### src/rtl/core/mlcd_pkg.sv
// Package with shared types and constants for the mouse-look camera direction block.
`timescale 1ns / 1ps

package mlcd_pkg;

    localparam int TableSize = 24;

    localparam logic signed [18:0] FullTurn    = 19'sd92160;
    localparam logic signed [18:0] HalfTurn    = 19'sd46080;
    localparam logic signed [18:0] QuarterTurn = 19'sd23040;
    localparam logic signed [18:0] PitchLimit  = 19'sd22784;
    localparam logic [11:0]        SensReset   = 12'd128;
    localparam logic signed [31:0] CordicGain  = 32'sd163008219;
    localparam logic signed [15:0] OneQ14      = 16'sd16384;

    typedef logic signed [31:0] t_cval;
    typedef logic signed [25:0] t_zval;

    // Arctangent of 2^-i in degrees Q.16.
    function automatic t_zval f_atan(input logic [4:0] idx);
        t_zval v;
        begin
            v = '0;
            case (idx)
                5'd0:  v = 26'sd2949120;
                5'd1:  v = 26'sd1740967;
                5'd2:  v = 26'sd919879;
                5'd3:  v = 26'sd466945;
                5'd4:  v = 26'sd234379;
                5'd5:  v = 26'sd117304;
                5'd6:  v = 26'sd58666;
                5'd7:  v = 26'sd29335;
                5'd8:  v = 26'sd14668;
                5'd9:  v = 26'sd7334;
                5'd10: v = 26'sd3667;
                5'd11: v = 26'sd1833;
                5'd12: v = 26'sd917;
                5'd13: v = 26'sd458;
                5'd14: v = 26'sd229;
                5'd15: v = 26'sd115;
                5'd16: v = 26'sd57;
                5'd17: v = 26'sd29;
                5'd18: v = 26'sd14;
                5'd19: v = 26'sd7;
                5'd20: v = 26'sd4;
                5'd21: v = 26'sd2;
                5'd22: v = 26'sd1;
                default: v = '0;
            endcase
            return v;
        end
    endfunction

    // Round a Q2.28 value to Q1.14 and clamp to plus or minus one.
    function automatic logic signed [15:0] f_round14(input logic signed [32:0] v);
        logic signed [32:0] r;
        begin
            r = (v + 33'sd8192) >>> 14;
            if (r > 33'sd16384) begin
                return OneQ14;
            end else if (r < -33'sd16384) begin
                return -OneQ14;
            end
            return r[15:0];
        end
    endfunction

endpackage

### src/rtl/core/mlcd_cordic.sv
// Iterative CORDIC rotation giving cosine and sine of an angle in degrees Q.8.
`timescale 1ns / 1ps

module mlcd_cordic
    import mlcd_pkg::*;
#(
    parameter int CORDIC_STEPS = 16
) (
    input  logic               i_clk,
    input  logic               i_rst_n,
    input  logic               i_start,
    input  logic signed [18:0] i_angle,
    output logic               o_done,
    output logic signed [15:0] o_cos,
    output logic signed [15:0] o_sin
);

    localparam int Steps = (CORDIC_STEPS > TableSize) ? TableSize : CORDIC_STEPS;

    logic         r_busy;
    logic [4:0]   r_idx;
    logic         r_neg;
    t_cval        r_x;
    t_cval        r_y;
    t_zval        r_z;
    logic         r_done;
    logic signed [15:0] r_cos;
    logic signed [15:0] r_sin;

    logic signed [18:0] fold;
    logic         fold_neg;
    t_cval        xs;
    t_cval        ys;
    t_cval        n_x;
    t_cval        n_y;
    t_zval        n_z;
    logic signed [15:0] c_r;
    logic signed [15:0] s_r;

    always_comb begin
        fold     = i_angle;
        fold_neg = 1'b0;
        if (i_angle > QuarterTurn) begin
            fold     = i_angle - HalfTurn;
            fold_neg = 1'b1;
        end else if (i_angle < -QuarterTurn) begin
            fold     = i_angle + HalfTurn;
            fold_neg = 1'b1;
        end
        xs = r_x >>> r_idx;
        ys = r_y >>> r_idx;
        if (!r_z[25]) begin
            n_x = r_x - ys;
            n_y = r_y + xs;
            n_z = r_z - f_atan(r_idx);
        end else begin
            n_x = r_x + ys;
            n_y = r_y - xs;
            n_z = r_z + f_atan(r_idx);
        end
        c_r = f_round14({r_x[31], r_x});
        s_r = f_round14({r_y[31], r_y});
    end

    always_ff @(posedge i_clk) begin
        if (!i_rst_n) begin
            r_busy <= 1'b0;
            r_done <= 1'b0;
            r_idx  <= '0;
        end else begin
            r_done <= 1'b0;
            if (i_start) begin
                r_busy <= 1'b1;
                r_idx  <= '0;
                r_neg  <= fold_neg;
                r_x    <= CordicGain;
                r_y    <= '0;
                r_z    <= {fold[17:0], 8'd0};
            end else if (r_busy) begin
                if (r_idx == 5'(Steps)) begin
                    r_busy <= 1'b0;
                    r_done <= 1'b1;
                    r_cos  <= r_neg ? -c_r : c_r;
                    r_sin  <= r_neg ? -s_r : s_r;
                end else begin
                    r_x   <= n_x;
                    r_y   <= n_y;
                    r_z   <= n_z;
                    r_idx <= r_idx + 5'd1;
                end
            end
        end
    end

    assign o_done = r_done;
    assign o_cos  = r_cos;
    assign o_sin  = r_sin;

endmodule

### src/rtl/core/mouse_look_camera_direction.sv
// Top level of the mouse-look camera direction block.
`timescale 1ns / 1ps
// Usage:
//   Cursor position items enter on i_cursor_valid / o_cursor_ready with
//   i_cursor_x and i_cursor_y. Each item yields one direction item on
//   o_dir_valid / i_dir_ready carrying the unit look vector (Q1.14) and the
//   updated yaw and pitch angles (degrees Q.8).
//   The sensitivity register is written through i_cfg_valid / o_cfg_ready.
//   After acceptance, S_MULX and S_MULY scale the deltas and S_ACC
//   accumulates them, two passes go through the shared CORDIC unit (yaw
//   first, then pitch), S_PRX and S_PRZ form the two cos(pitch) products on
//   the shared multiplier, and S_OUT loads the output register.
//   o_cursor_ready is high while no item is in work, so a new item is taken
//   only once the last one has moved on to the output register.
//   The first item after reset only seeds the previous cursor position, so
//   its result shows the unchanged zero yaw and pitch.
//   Reset clears yaw, pitch and the previous position and restores the
//   sensitivity to 0.5 degree per pixel.
//   When the receiver stalls the result holds in the output register; one
//   more item can be accepted and worked, and it then waits until the output
//   register is free, so no further item is accepted meanwhile.

module mouse_look_camera_direction
    import mlcd_pkg::*;
#(
    parameter int CORDIC_STEPS = 16
) (
    input  logic               i_clk,
    input  logic               i_rst_n,
    input  logic               i_cfg_valid,
    output logic               o_cfg_ready,
    input  logic [11:0]        i_look_sensitivity,
    input  logic               i_cursor_valid,
    output logic               o_cursor_ready,
    input  logic signed [15:0] i_cursor_x,
    input  logic signed [15:0] i_cursor_y,
    output logic               o_dir_valid,
    input  logic               i_dir_ready,
    output logic signed [15:0] o_dir_x,
    output logic signed [15:0] o_dir_y,
    output logic signed [15:0] o_dir_z,
    output logic [16:0]        o_yaw_angle,
    output logic signed [15:0] o_pitch_angle
);

    typedef enum logic [3:0] {
        S_IDLE, S_MULX, S_MULY, S_ACC, S_YAW, S_YAWW, S_PIT, S_PITW, S_PRX, S_PRZ, S_OUT
    } t_state;

    t_state r_state;
    logic [11:0] r_sens;
    logic signed [15:0] r_prev_x;
    logic signed [15:0] r_prev_y;
    logic [16:0] r_yaw;
    logic signed [15:0] r_pitch;
    logic r_first;
    logic signed [16:0] r_dx;
    logic signed [16:0] r_dy;
    logic signed [18:0] r_sdx;
    logic signed [18:0] r_sdy;
    logic signed [15:0] r_cy;
    logic signed [15:0] r_sy;
    logic signed [15:0] r_cp;
    logic signed [15:0] r_sp;
    logic r_valid;
    logic signed [15:0] r_ox;
    logic signed [15:0] r_oz;

    // Output register, kept apart from the working state.
    logic signed [15:0] r_dir_x;
    logic signed [15:0] r_dir_y;
    logic signed [15:0] r_dir_z;
    logic [16:0]        r_dir_yaw;
    logic signed [15:0] r_dir_pitch;

    // Shared multiplier operands.
    logic signed [16:0] mul_a;
    logic signed [16:0] mul_b;
    logic signed [33:0] mul_p;
    logic signed [18:0] sat_p;
    logic signed [15:0] q14_p;

    logic               cs_start;
    logic signed [18:0] cs_angle;
    logic               cs_done;
    logic signed [15:0] cs_cos;
    logic signed [15:0] cs_sin;

    logic signed [19:0] yaw_sum;
    logic signed [19:0] yaw_wrap;
    logic signed [19:0] pit_sum;
    logic signed [15:0] pit_new;
    logic signed [18:0] yaw_signed;
    logic signed [33:0] rnd;

    always_comb begin
        mul_a = r_dx;
        mul_b = $signed({5'd0, r_sens});
        if (r_state == S_MULY) begin
            mul_a = r_dy;
        end else if (r_state == S_PRX) begin
            mul_a = 17'(r_cy);
            mul_b = 17'(r_cp);
        end else if (r_state == S_PRZ) begin
            mul_a = 17'(r_sy);
            mul_b = 17'(r_cp);
        end
        mul_p = mul_a * mul_b;
        if (mul_p > 34'sd92160) begin
            sat_p = FullTurn;
        end else if (mul_p < -34'sd92160) begin
            sat_p = -FullTurn;
        end else begin
            sat_p = mul_p[18:0];
        end
        rnd = (mul_p + 34'sd8192) >>> 14;
        if (rnd > 34'sd16384) begin
            q14_p = OneQ14;
        end else if (rnd < -34'sd16384) begin
            q14_p = -OneQ14;
        end else begin
            q14_p = rnd[15:0];
        end

        yaw_sum = $signed({3'd0, r_yaw}) + 20'(r_sdx);
        if (yaw_sum < 20'sd0) begin
            yaw_wrap = yaw_sum + 20'(FullTurn);
        end else if (yaw_sum >= 20'(FullTurn)) begin
            yaw_wrap = yaw_sum - 20'(FullTurn);
        end else begin
            yaw_wrap = yaw_sum;
        end
        pit_sum = 20'(r_pitch) + 20'(r_sdy);
        if (pit_sum > 20'(PitchLimit)) begin
            pit_new = PitchLimit[15:0];
        end else if (pit_sum < -20'(PitchLimit)) begin
            pit_new = -PitchLimit[15:0];
        end else begin
            pit_new = pit_sum[15:0];
        end

        yaw_signed = $signed({2'd0, r_yaw});
        if (yaw_signed > HalfTurn) begin
            yaw_signed = yaw_signed - FullTurn;
        end
        cs_start = (r_state == S_YAW) || (r_state == S_PIT);
        cs_angle = (r_state == S_PIT) ? 19'(r_pitch) : yaw_signed;
    end

    mlcd_cordic #(
        .CORDIC_STEPS(CORDIC_STEPS)
    ) u_cordic (
        .i_clk  (i_clk),
        .i_rst_n(i_rst_n),
        .i_start(cs_start),
        .i_angle(cs_angle),
        .o_done (cs_done),
        .o_cos  (cs_cos),
        .o_sin  (cs_sin)
    );

    always_ff @(posedge i_clk) begin
        if (!i_rst_n) begin
            r_state  <= S_IDLE;
            r_sens   <= SensReset;
            r_prev_x <= '0;
            r_prev_y <= '0;
            r_yaw    <= '0;
            r_pitch  <= '0;
            r_first  <= 1'b1;
            r_valid  <= 1'b0;
        end else begin
            if (i_cfg_valid) begin
                r_sens <= i_look_sensitivity;
            end
            unique case (r_state)
                S_IDLE: begin
                    if (i_cursor_valid) begin
                        if (r_first) begin
                            r_dx <= '0;
                            r_dy <= '0;
                        end else begin
                            r_dx <= 17'(i_cursor_x) - 17'(r_prev_x);
                            r_dy <= 17'(r_prev_y) - 17'(i_cursor_y);
                        end
                        r_first  <= 1'b0;
                        r_prev_x <= i_cursor_x;
                        r_prev_y <= i_cursor_y;
                        r_state  <= S_MULX;
                    end
                end
                S_MULX: begin
                    r_sdx   <= sat_p;
                    r_state <= S_MULY;
                end
                S_MULY: begin
                    r_sdy   <= sat_p;
                    r_state <= S_ACC;
                end
                S_ACC: begin
                    r_yaw   <= yaw_wrap[16:0];
                    r_pitch <= pit_new;
                    r_state <= S_YAW;
                end
                S_YAW: r_state <= S_YAWW;
                S_YAWW: begin
                    if (cs_done) begin
                        r_cy    <= cs_cos;
                        r_sy    <= cs_sin;
                        r_state <= S_PIT;
                    end
                end
                S_PIT: r_state <= S_PITW;
                S_PITW: begin
                    if (cs_done) begin
                        r_cp    <= cs_cos;
                        r_sp    <= cs_sin;
                        r_state <= S_PRX;
                    end
                end
                S_PRX: begin
                    r_ox    <= q14_p;
                    r_state <= S_PRZ;
                end
                S_PRZ: begin
                    r_oz    <= q14_p;
                    r_state <= S_OUT;
                end
                S_OUT: begin
                    // The result waits here while the output register is full.
                    if (!r_valid || i_dir_ready) begin
                        r_dir_x     <= r_ox;
                        r_dir_y     <= r_sp;
                        r_dir_z     <= r_oz;
                        r_dir_yaw   <= r_yaw;
                        r_dir_pitch <= r_pitch;
                        r_state     <= S_IDLE;
                    end
                end
                default: r_state <= S_IDLE;
            endcase
            if ((r_state == S_OUT) && (!r_valid || i_dir_ready)) begin
                r_valid <= 1'b1;
            end else if (r_valid && i_dir_ready) begin
                r_valid <= 1'b0;
            end
        end
    end

    assign o_cfg_ready    = 1'b1;
    assign o_cursor_ready = (r_state == S_IDLE);
    assign o_dir_valid    = r_valid;
    assign o_dir_x        = r_dir_x;
    assign o_dir_y        = r_dir_y;
    assign o_dir_z        = r_dir_z;
    assign o_yaw_angle    = r_dir_yaw;
    assign o_pitch_angle  = r_dir_pitch;

endmodule

### config.mk
export PLATFORM = sky130hd
export DESIGN_NAME = mouse_look_camera_direction
export DESIGN_NICKNAME = d
export VERILOG_FILES = /design/src/rtl/core/mlcd_pkg.sv /design/src/rtl/core/mlcd_cordic.sv /design/src/rtl/core/mouse_look_camera_direction.sv
export SDC_FILE = /design/constraint.sdc
export NUM_CORES = 2
export LEC_CHECK = 0
export ABC_AREA = 1
export BUFFER_PORTS_ARGS = -buffer_cell sky130_fd_sc_hd__buf_2
export CAP_MARGIN = 25
export CORE_MARGIN = 5
export CORE_UTILIZATION = 45
export DETAILED_ROUTE_END_ITERATION = 10
export PLACE_DENSITY_LB_ADDON = 0.25
export SLEW_MARGIN = 40
export SYNTH_ARGS = -nofsm -noshare
export SYNTH_HDL_FRONTEND = slang
export SYNTH_SLANG_ARGS = --single-unit
### constraint.sdc
create_clock -name i_clk -period 28 [get_ports i_clk]
set_clock_uncertainty 0.15 [all_clocks]
set_input_delay 5.6 -clock i_clk [delete_from_list [all_inputs] [get_ports i_clk]]
set_output_delay 5.6 -clock i_clk [all_outputs]
set_load 0.01 [all_outputs]
After elaboration in Yosys (flattened, before gate mapping) --
Memory sizes are Yosys's and may differ from the RTL's. A register that Yosys moved wholly into a read port is not among the register bits. Index checks and enable logic that the tools add are counted.
Operators by class: reductions and logical operators 24, order comparisons 15, shifts and indexed selects 2, muxes and demuxes 58, add/subtract/negate cells 21, equal/unequal tests 16, multipliers 1, bitwise logic cells 4
Operator list (count):
- 16-bit 2-to-1 mux | 12
- 32-bit 2-to-1 mux | 6
- 26-bit 2-to-1 mux | 6
- 17-bit 2-to-1 mux | 8
- 19-bit 2-to-1 mux | 4
- 32-bit by 15-bit adder with 33-bit output, second input constant | 2
- 32-bit adder | 2
- 32-bit by 5-bit >>> shifter with 32-bit output | 2
- 32-bit subtractor | 2
- 19-bit by 16-bit > comparator with 1-bit output, second input constant | 3
- 4-bit one-hot mux with 11 select lines | 1
- 20-bit by 16-bit > comparator with 1-bit output, second input constant | 2
- 19-bit by 15-bit < comparator with 1-bit output, second input constant | 2
- 18-bit 2-to-1 mux | 2
- 34-bit by 15-bit adder with 34-bit output, second input constant | 1
- 34-bit by 18-bit > comparator with 1-bit output, second input constant | 1
- 34-bit by 18-bit < comparator with 1-bit output, second input constant | 1
- 17-bit by 17-bit multiplier with 34-bit output | 1
- 16-bit by 16-bit subtractor with 17-bit output | 2
- 16-bit negation | 2
- 26-bit adder | 1
- 26-bit subtractor | 1
- 16-bit by 19-bit adder with 20-bit output | 1
- 18-bit by 19-bit adder with 20-bit output | 1
- other kinds (33) | 75
Word-level totals: ROM bits 1408, word-level logic and storage cells 176, register bits after elaboration 462, memories 2
Memory list:
- (name not given) | depth 32, bits a word 22, rd ports 1, clocked after memory_dff 1, wr ports 0, RTL line mlcd_pkg.sv:24 | case (idx)
- (name not given) | depth 32, bits a word 22, rd ports 1, clocked after memory_dff 1, wr ports 0, RTL line mlcd_pkg.sv:24

Depth between registers and ports, before layout --
word-level depth 9, gate-level depth with buffers 47

Cells and area by module --
From an unflattened synthesis, not the netlist that was laid out.
Second synthesis, totals: cells, all modules 6274, area, all modules 46766.1 µm²
Modules (own cells, without submodules):
- mouse_look_camera_direction | seq. area each 9138.8 µm², area each 28388.5 µm², cells an instance 3321, instances 1
- mlcd_cordic | seq. area each 4274.1 µm², area each 18377.6 µm², cells an instance 2953, instances 1

Least setup slack after synthesis --
OpenSTA, ideal clock, no wires.
path type input port to flip-flop, start point input i_rst_n, end point register r_dir_x[0], in the netlist o_dir_x[0], enable pin, slack 13.554 ns, library setup time 0.720 ns, cell stages on the path 3, arrival time 13.576 ns, path through inv_1 -> clkbuf_1 -> nor4_1
Between the ends: cells in the longest elaborated chain, start to end 1
RTL lines:
- from (decl) | RTL line mouse_look_camera_direction.sv:29 | input logic i_rst_n,
- 3-bit AND reduction (no source line)
- to (signal assigned) | RTL line mouse_look_camera_direction.sv:232 | r_dir_x <= r_ox;
- to (decl) | RTL line mouse_look_camera_direction.sv:70 | logic signed [15:0] r_dir_x;
Every way passes these cells. A chain may end at the register's enable or synchronous reset.

Worst setup path after layout --
start point register r_state[0], end point register r_sdx[1], data pin
Between the ends: cells in the longest elaborated chain, start to end 8, elaborated cells between the ends (all ways) 14
RTL lines:
- from (decl) | RTL line mouse_look_camera_direction.sv:50 | t_state r_state;
- from (signal assigned) | RTL line mouse_look_camera_direction.sv:164 | r_state <= S_IDLE;
- from (signal assigned) | RTL line mouse_look_camera_direction.sv:189 | r_state <= S_MULX;
- from (signal assigned) | RTL line mouse_look_camera_direction.sv:194 | r_state <= S_MULY;
- 4-bit equality test | RTL line mouse_look_camera_direction.sv:104 | end else if (r_state == S_PRZ) begin
- 17-bit 2-to-1 mux | RTL line mouse_look_camera_direction.sv:104
- 17-bit 2-to-1 mux | RTL line mouse_look_camera_direction.sv:101 | end else if (r_state == S_PRX) begin
- 17-bit 2-to-1 mux | RTL line mouse_look_camera_direction.sv:99 | if (r_state == S_MULY) begin
- 17-bit by 17-bit multiplier with 34-bit output (*) | RTL line mouse_look_camera_direction.sv:108 | mul_p = mul_a * mul_b;
- 34-bit by 18-bit < comparator with 1-bit output | RTL line mouse_look_camera_direction.sv:111 | end else if (mul_p < -34'sd92160) begin
- 19-bit 2-to-1 mux | RTL line mouse_look_camera_direction.sv:111
- 19-bit 2-to-1 mux (*) | RTL line mouse_look_camera_direction.sv:109 | if (mul_p > 34'sd92160) begin
- via sat_p[1] | RTL line mouse_look_camera_direction.sv:80 | logic signed [18:0] sat_p;
- to (signal assigned) | RTL line mouse_look_camera_direction.sv:193 | r_sdx <= sat_p;
- to (decl) | RTL line mouse_look_camera_direction.sv:59 | logic signed [18:0] r_sdx;
Mark *: on every way through the listed nets, which the timed path passes. The rest lies on a longest branch.

==> flow_summary.yaml <==
run_status:
  status: "complete, no violations"
worst_setup_path:
  start_kind: "flop"
  most_frequent_cell_on_critical_path: "sky130_fd_sc_hd__inv_1"
  max_stage_delay_ns: 0.55
  cp-end-kind: "flop"
  cp_slowest_cell: "sky130_fd_sc_hd__nor2_4"
  critPathRequiredTime_ns: 28.20
  critPathKind: "reg -> reg"
  worstPathMaxFanout: 18
  crit_arrival_ns: 10.47
die:
  row_count: 117
  fp.dieH_um: 331
  coreArea_um2: 102000
  floorplan.die_area_um2: 110000
  initial_core_util_pct: 45.4
  io-pin-count: 133
  floorplan.die.width_um: 331
clocking:
  insertion_delay_ns: 0.66
  clock_tree.htree_level_count: 2
  post_cts_resized: 0
  cts.repair_timing.setup_buffer_count: 0
  tritoncts_clock_tree: "built"
  clock_tree_root_buffer_cell: "sky130_fd_sc_hd__clkbuf_16"
  clk_transition_reported_paths_ns: 0.06
  cts-root-to-sink-buffers: 3
  numCtsBuffers: 56
  cts.sink_count: 484
  holdBufCountCts: 0
run:
  maximum_capacitance_violations: 0
synthesis:
  avgSynthCellArea_um2: 7.55
  post_synthesis_cell_count: 6146
  yosys.cell_types.count: 70
  yosysWarningCount: 0
  netlist_top_cells_count: "sky130_fd_sc_hd__nand2_1 (1,470), sky130_fd_sc_hd__inv_1 (920), sky130_fd_sc_hd__nor2_1 (617)"
  synth.top_cells.by_area: "sky130_fd_sc_hd__edfxtp_1 (24%), sky130_fd_sc_hd__fa_1 (13%), sky130_fd_sc_hd__nand2_1 (12%), sky130_fd_sc_hd__inv_1 (7.4%), sky130_fd_sc_hd__ha_1 (7.1%)"
  count_of_state_elements_after_synthesis: 484
  yosys_most_used_dff: "sky130_fd_sc_hd__edfxtp_1"
  sequential_area_share_after_synthesis_pct: 28.9
  mappedNetlistNets: 6762
  yosys.cell_count.top_type: "sky130_fd_sc_hd__nand2_1"
  netlist_area_before_placement_um2: 46400
  yosysTopAreaCellShare_pct: 24.1
  count_of_flip_flops_with_a_built_in_enable_after_synthesis: 372
  yosysTopAreaCell: "sky130_fd_sc_hd__edfxtp_1"
  asyncSetResetFlopFracSynth_pct: 0
placed_design:
  place.port_buffers: 131
  place.detailed.hpwl_um: 107000
  routabilityCongestion: 0.950
  place_area_um2: 48500
detailed_routing:
  num_vias: 41000
  wl_um: 135000
  drc: 0
  detailed_routing_iteration_count_for_the_pre_antenna_repair_pass: 6
  post_drt_wl_per_cell_um: 17.6
  antenna_left: 0
  dr_iter_0_viols: 3574
  via_per_inst: 5.37
timing:
  slew_violations: 0
  setup-tns-final_ns: 0
  finalSetupViolations: 0
  min_period_ns: 10.27
  unrepaired_setup_endpoints_after_global_routing: "false"
  worst-slew-pin-transition_ns: 0.843
  fin_worst_hold_slack_ns: 0.263
  max_slew_margin_pct: 43.8
  post-route-period-util_pct: 36.7
  peak_clock_frequency_supported_by_timing_ghz: 0.0974
  timing.final.hold_violations: 0
global_route:
  global_route.usage.total_pct: 24.4
  antenna_violations_before_repair: 0
  grt_overflow_total: 0
  grt_pass1_vias: 39600
  grt_pass1_wl_um: 214000
  grt_max_degree: 109
layout:
  multi_input_area_um2: 28700
  number_of_antenna_repair_diodes: 0
  layout-drive-gt1-share_pct: 7.78
  fillers: 10100
  num-nets-final: 6846
  core_util_final_pct: 49.5
  layout.cell_area.non_filler_um2: 50500
  final-seq-area_um2: 13400
  syn2layout_area_growth_pct: 8.91
worst_hold_path:
  timing.hold.worst.class: "reg -> reg"
cells by family (layout without fill, tap and decap cells):
group	Yosys count	after routing	synth area share (%)
buf+inv	1122	1252	9.40
other cells	1	1	0.00808
simple gates	2721	2721	24.8
flops	484	484	28.9
fa+ha+maj	567	567	20.2
mux	52	52	1.12
xor+xnor	179	179	3.43
compound gates	1020	1020	12.2
critical path: cells and delay by family (launching register included):
family,cells,cell delay (ns)
simple gates,16,3.65
fa+ha+maj,7,3.42
buf+inv,7,1.38
compound gates,3,0.37
flops,1,0.47
xor+xnor,1,0.49
flip-flops by register name, summed over array words and instances, names as in the netlist, 17 cells and up, named ones only:
register / cells
r_sdy: 19
r_dx: 17
o_yaw_angle: 17
u_cordic.r_z: 26
r_dy: 17
r_yaw: 17
r_sdx: 19
u_cordic.r_x: 32
u_cordic.r_y: 32
metal layers:
metal | up-vias | track usage [%] | wire [um]
met1 | 19400 | 33.1 | 59400
met3 | 241 | 3.53 | 8480
met5 | - | 0 | 0
met2 | 1246 | 40.9 | 62500
met4 | 0 | 7.01 | 4270
li1 | 20100 | - | -
cell type report:
class	count	area share (%)
tap	1368	3.39
multi-input combinational	4540	56.8
timing repair buffer	186	2.19
clock inverter	32	0.725
inverter	962	7.15
clock buffer	72	3.18
sequential	484	26.5
path summary, 6_finish.rpt:
check | from | to | slack (ns) | cells past startpoint
hold / removal | r_sp[1] | o_dir_y[1] | 0.26 | 0
setup reg to reg | r_state[0] | r_sdx[1] | 17.73 | 34
setup / recovery | r_state[0] | r_sdx[1] | 17.73 | 34
hold reg to reg | r_sp[1] | o_dir_y[1] | 0.26 | 0
cell usage in the layout, fill, tap and decap left out, types with 8 or more instances in the layout:
| master | instances |
|---|---|
| sky130_fd_sc_hd__a21boi_0 | 10 |
| sky130_fd_sc_hd__a21o_1 | 11 |
| sky130_fd_sc_hd__a21oi_1 | 374 |
| sky130_fd_sc_hd__a21oi_2 | 19 |
| sky130_fd_sc_hd__a31oi_1 | 22 |
| sky130_fd_sc_hd__and2_1 | 8 |
| sky130_fd_sc_hd__buf_2 | 131 |
| sky130_fd_sc_hd__buf_4 | 52 |
| sky130_fd_sc_hd__clkbuf_1 | 8 |
| sky130_fd_sc_hd__clkbuf_16 | 62 |
| sky130_fd_sc_hd__clkinv_1 | 10 |
| sky130_fd_sc_hd__dfxtp_1 | 109 |
| sky130_fd_sc_hd__edfxtp_1 | 372 |
| sky130_fd_sc_hd__fa_1 | 302 |
| sky130_fd_sc_hd__ha_1 | 264 |
| sky130_fd_sc_hd__inv_1 | 918 |
| sky130_fd_sc_hd__inv_2 | 33 |
| sky130_fd_sc_hd__mux2i_1 | 52 |
| sky130_fd_sc_hd__nand2_1 | 1470 |
| sky130_fd_sc_hd__nand2_2 | 27 |
| sky130_fd_sc_hd__nand3_1 | 303 |
| sky130_fd_sc_hd__nand3b_1 | 27 |
| sky130_fd_sc_hd__nand4_1 | 84 |
| sky130_fd_sc_hd__nor2_1 | 608 |
| sky130_fd_sc_hd__nor2_2 | 35 |
| sky130_fd_sc_hd__nor3_1 | 63 |
| sky130_fd_sc_hd__nor3_2 | 8 |
| sky130_fd_sc_hd__nor4_1 | 14 |
| sky130_fd_sc_hd__o211ai_1 | 31 |
| sky130_fd_sc_hd__o21a_1 | 34 |
| sky130_fd_sc_hd__o21ai_0 | 367 |
| sky130_fd_sc_hd__o21ai_1 | 72 |
| sky130_fd_sc_hd__o21bai_1 | 17 |
| sky130_fd_sc_hd__o22ai_1 | 12 |
| sky130_fd_sc_hd__o31ai_1 | 8 |
| sky130_fd_sc_hd__or2_2 | 45 |
| sky130_fd_sc_hd__xnor2_1 | 55 |
| sky130_fd_sc_hd__xor2_1 | 121 |
per-stage QoR:
step,setup slack (ns),std cells
floorplan,13.55,6146
global placement,18.15,7538
detailed placement,18.04,7539
CTS,17.98,7643
global route,17.10,7644
finish,17.73,7644
Power is left out: the tool's default activity adds up to more than one toggle a clock period on the data nets, which glitch-free logic cannot reach.
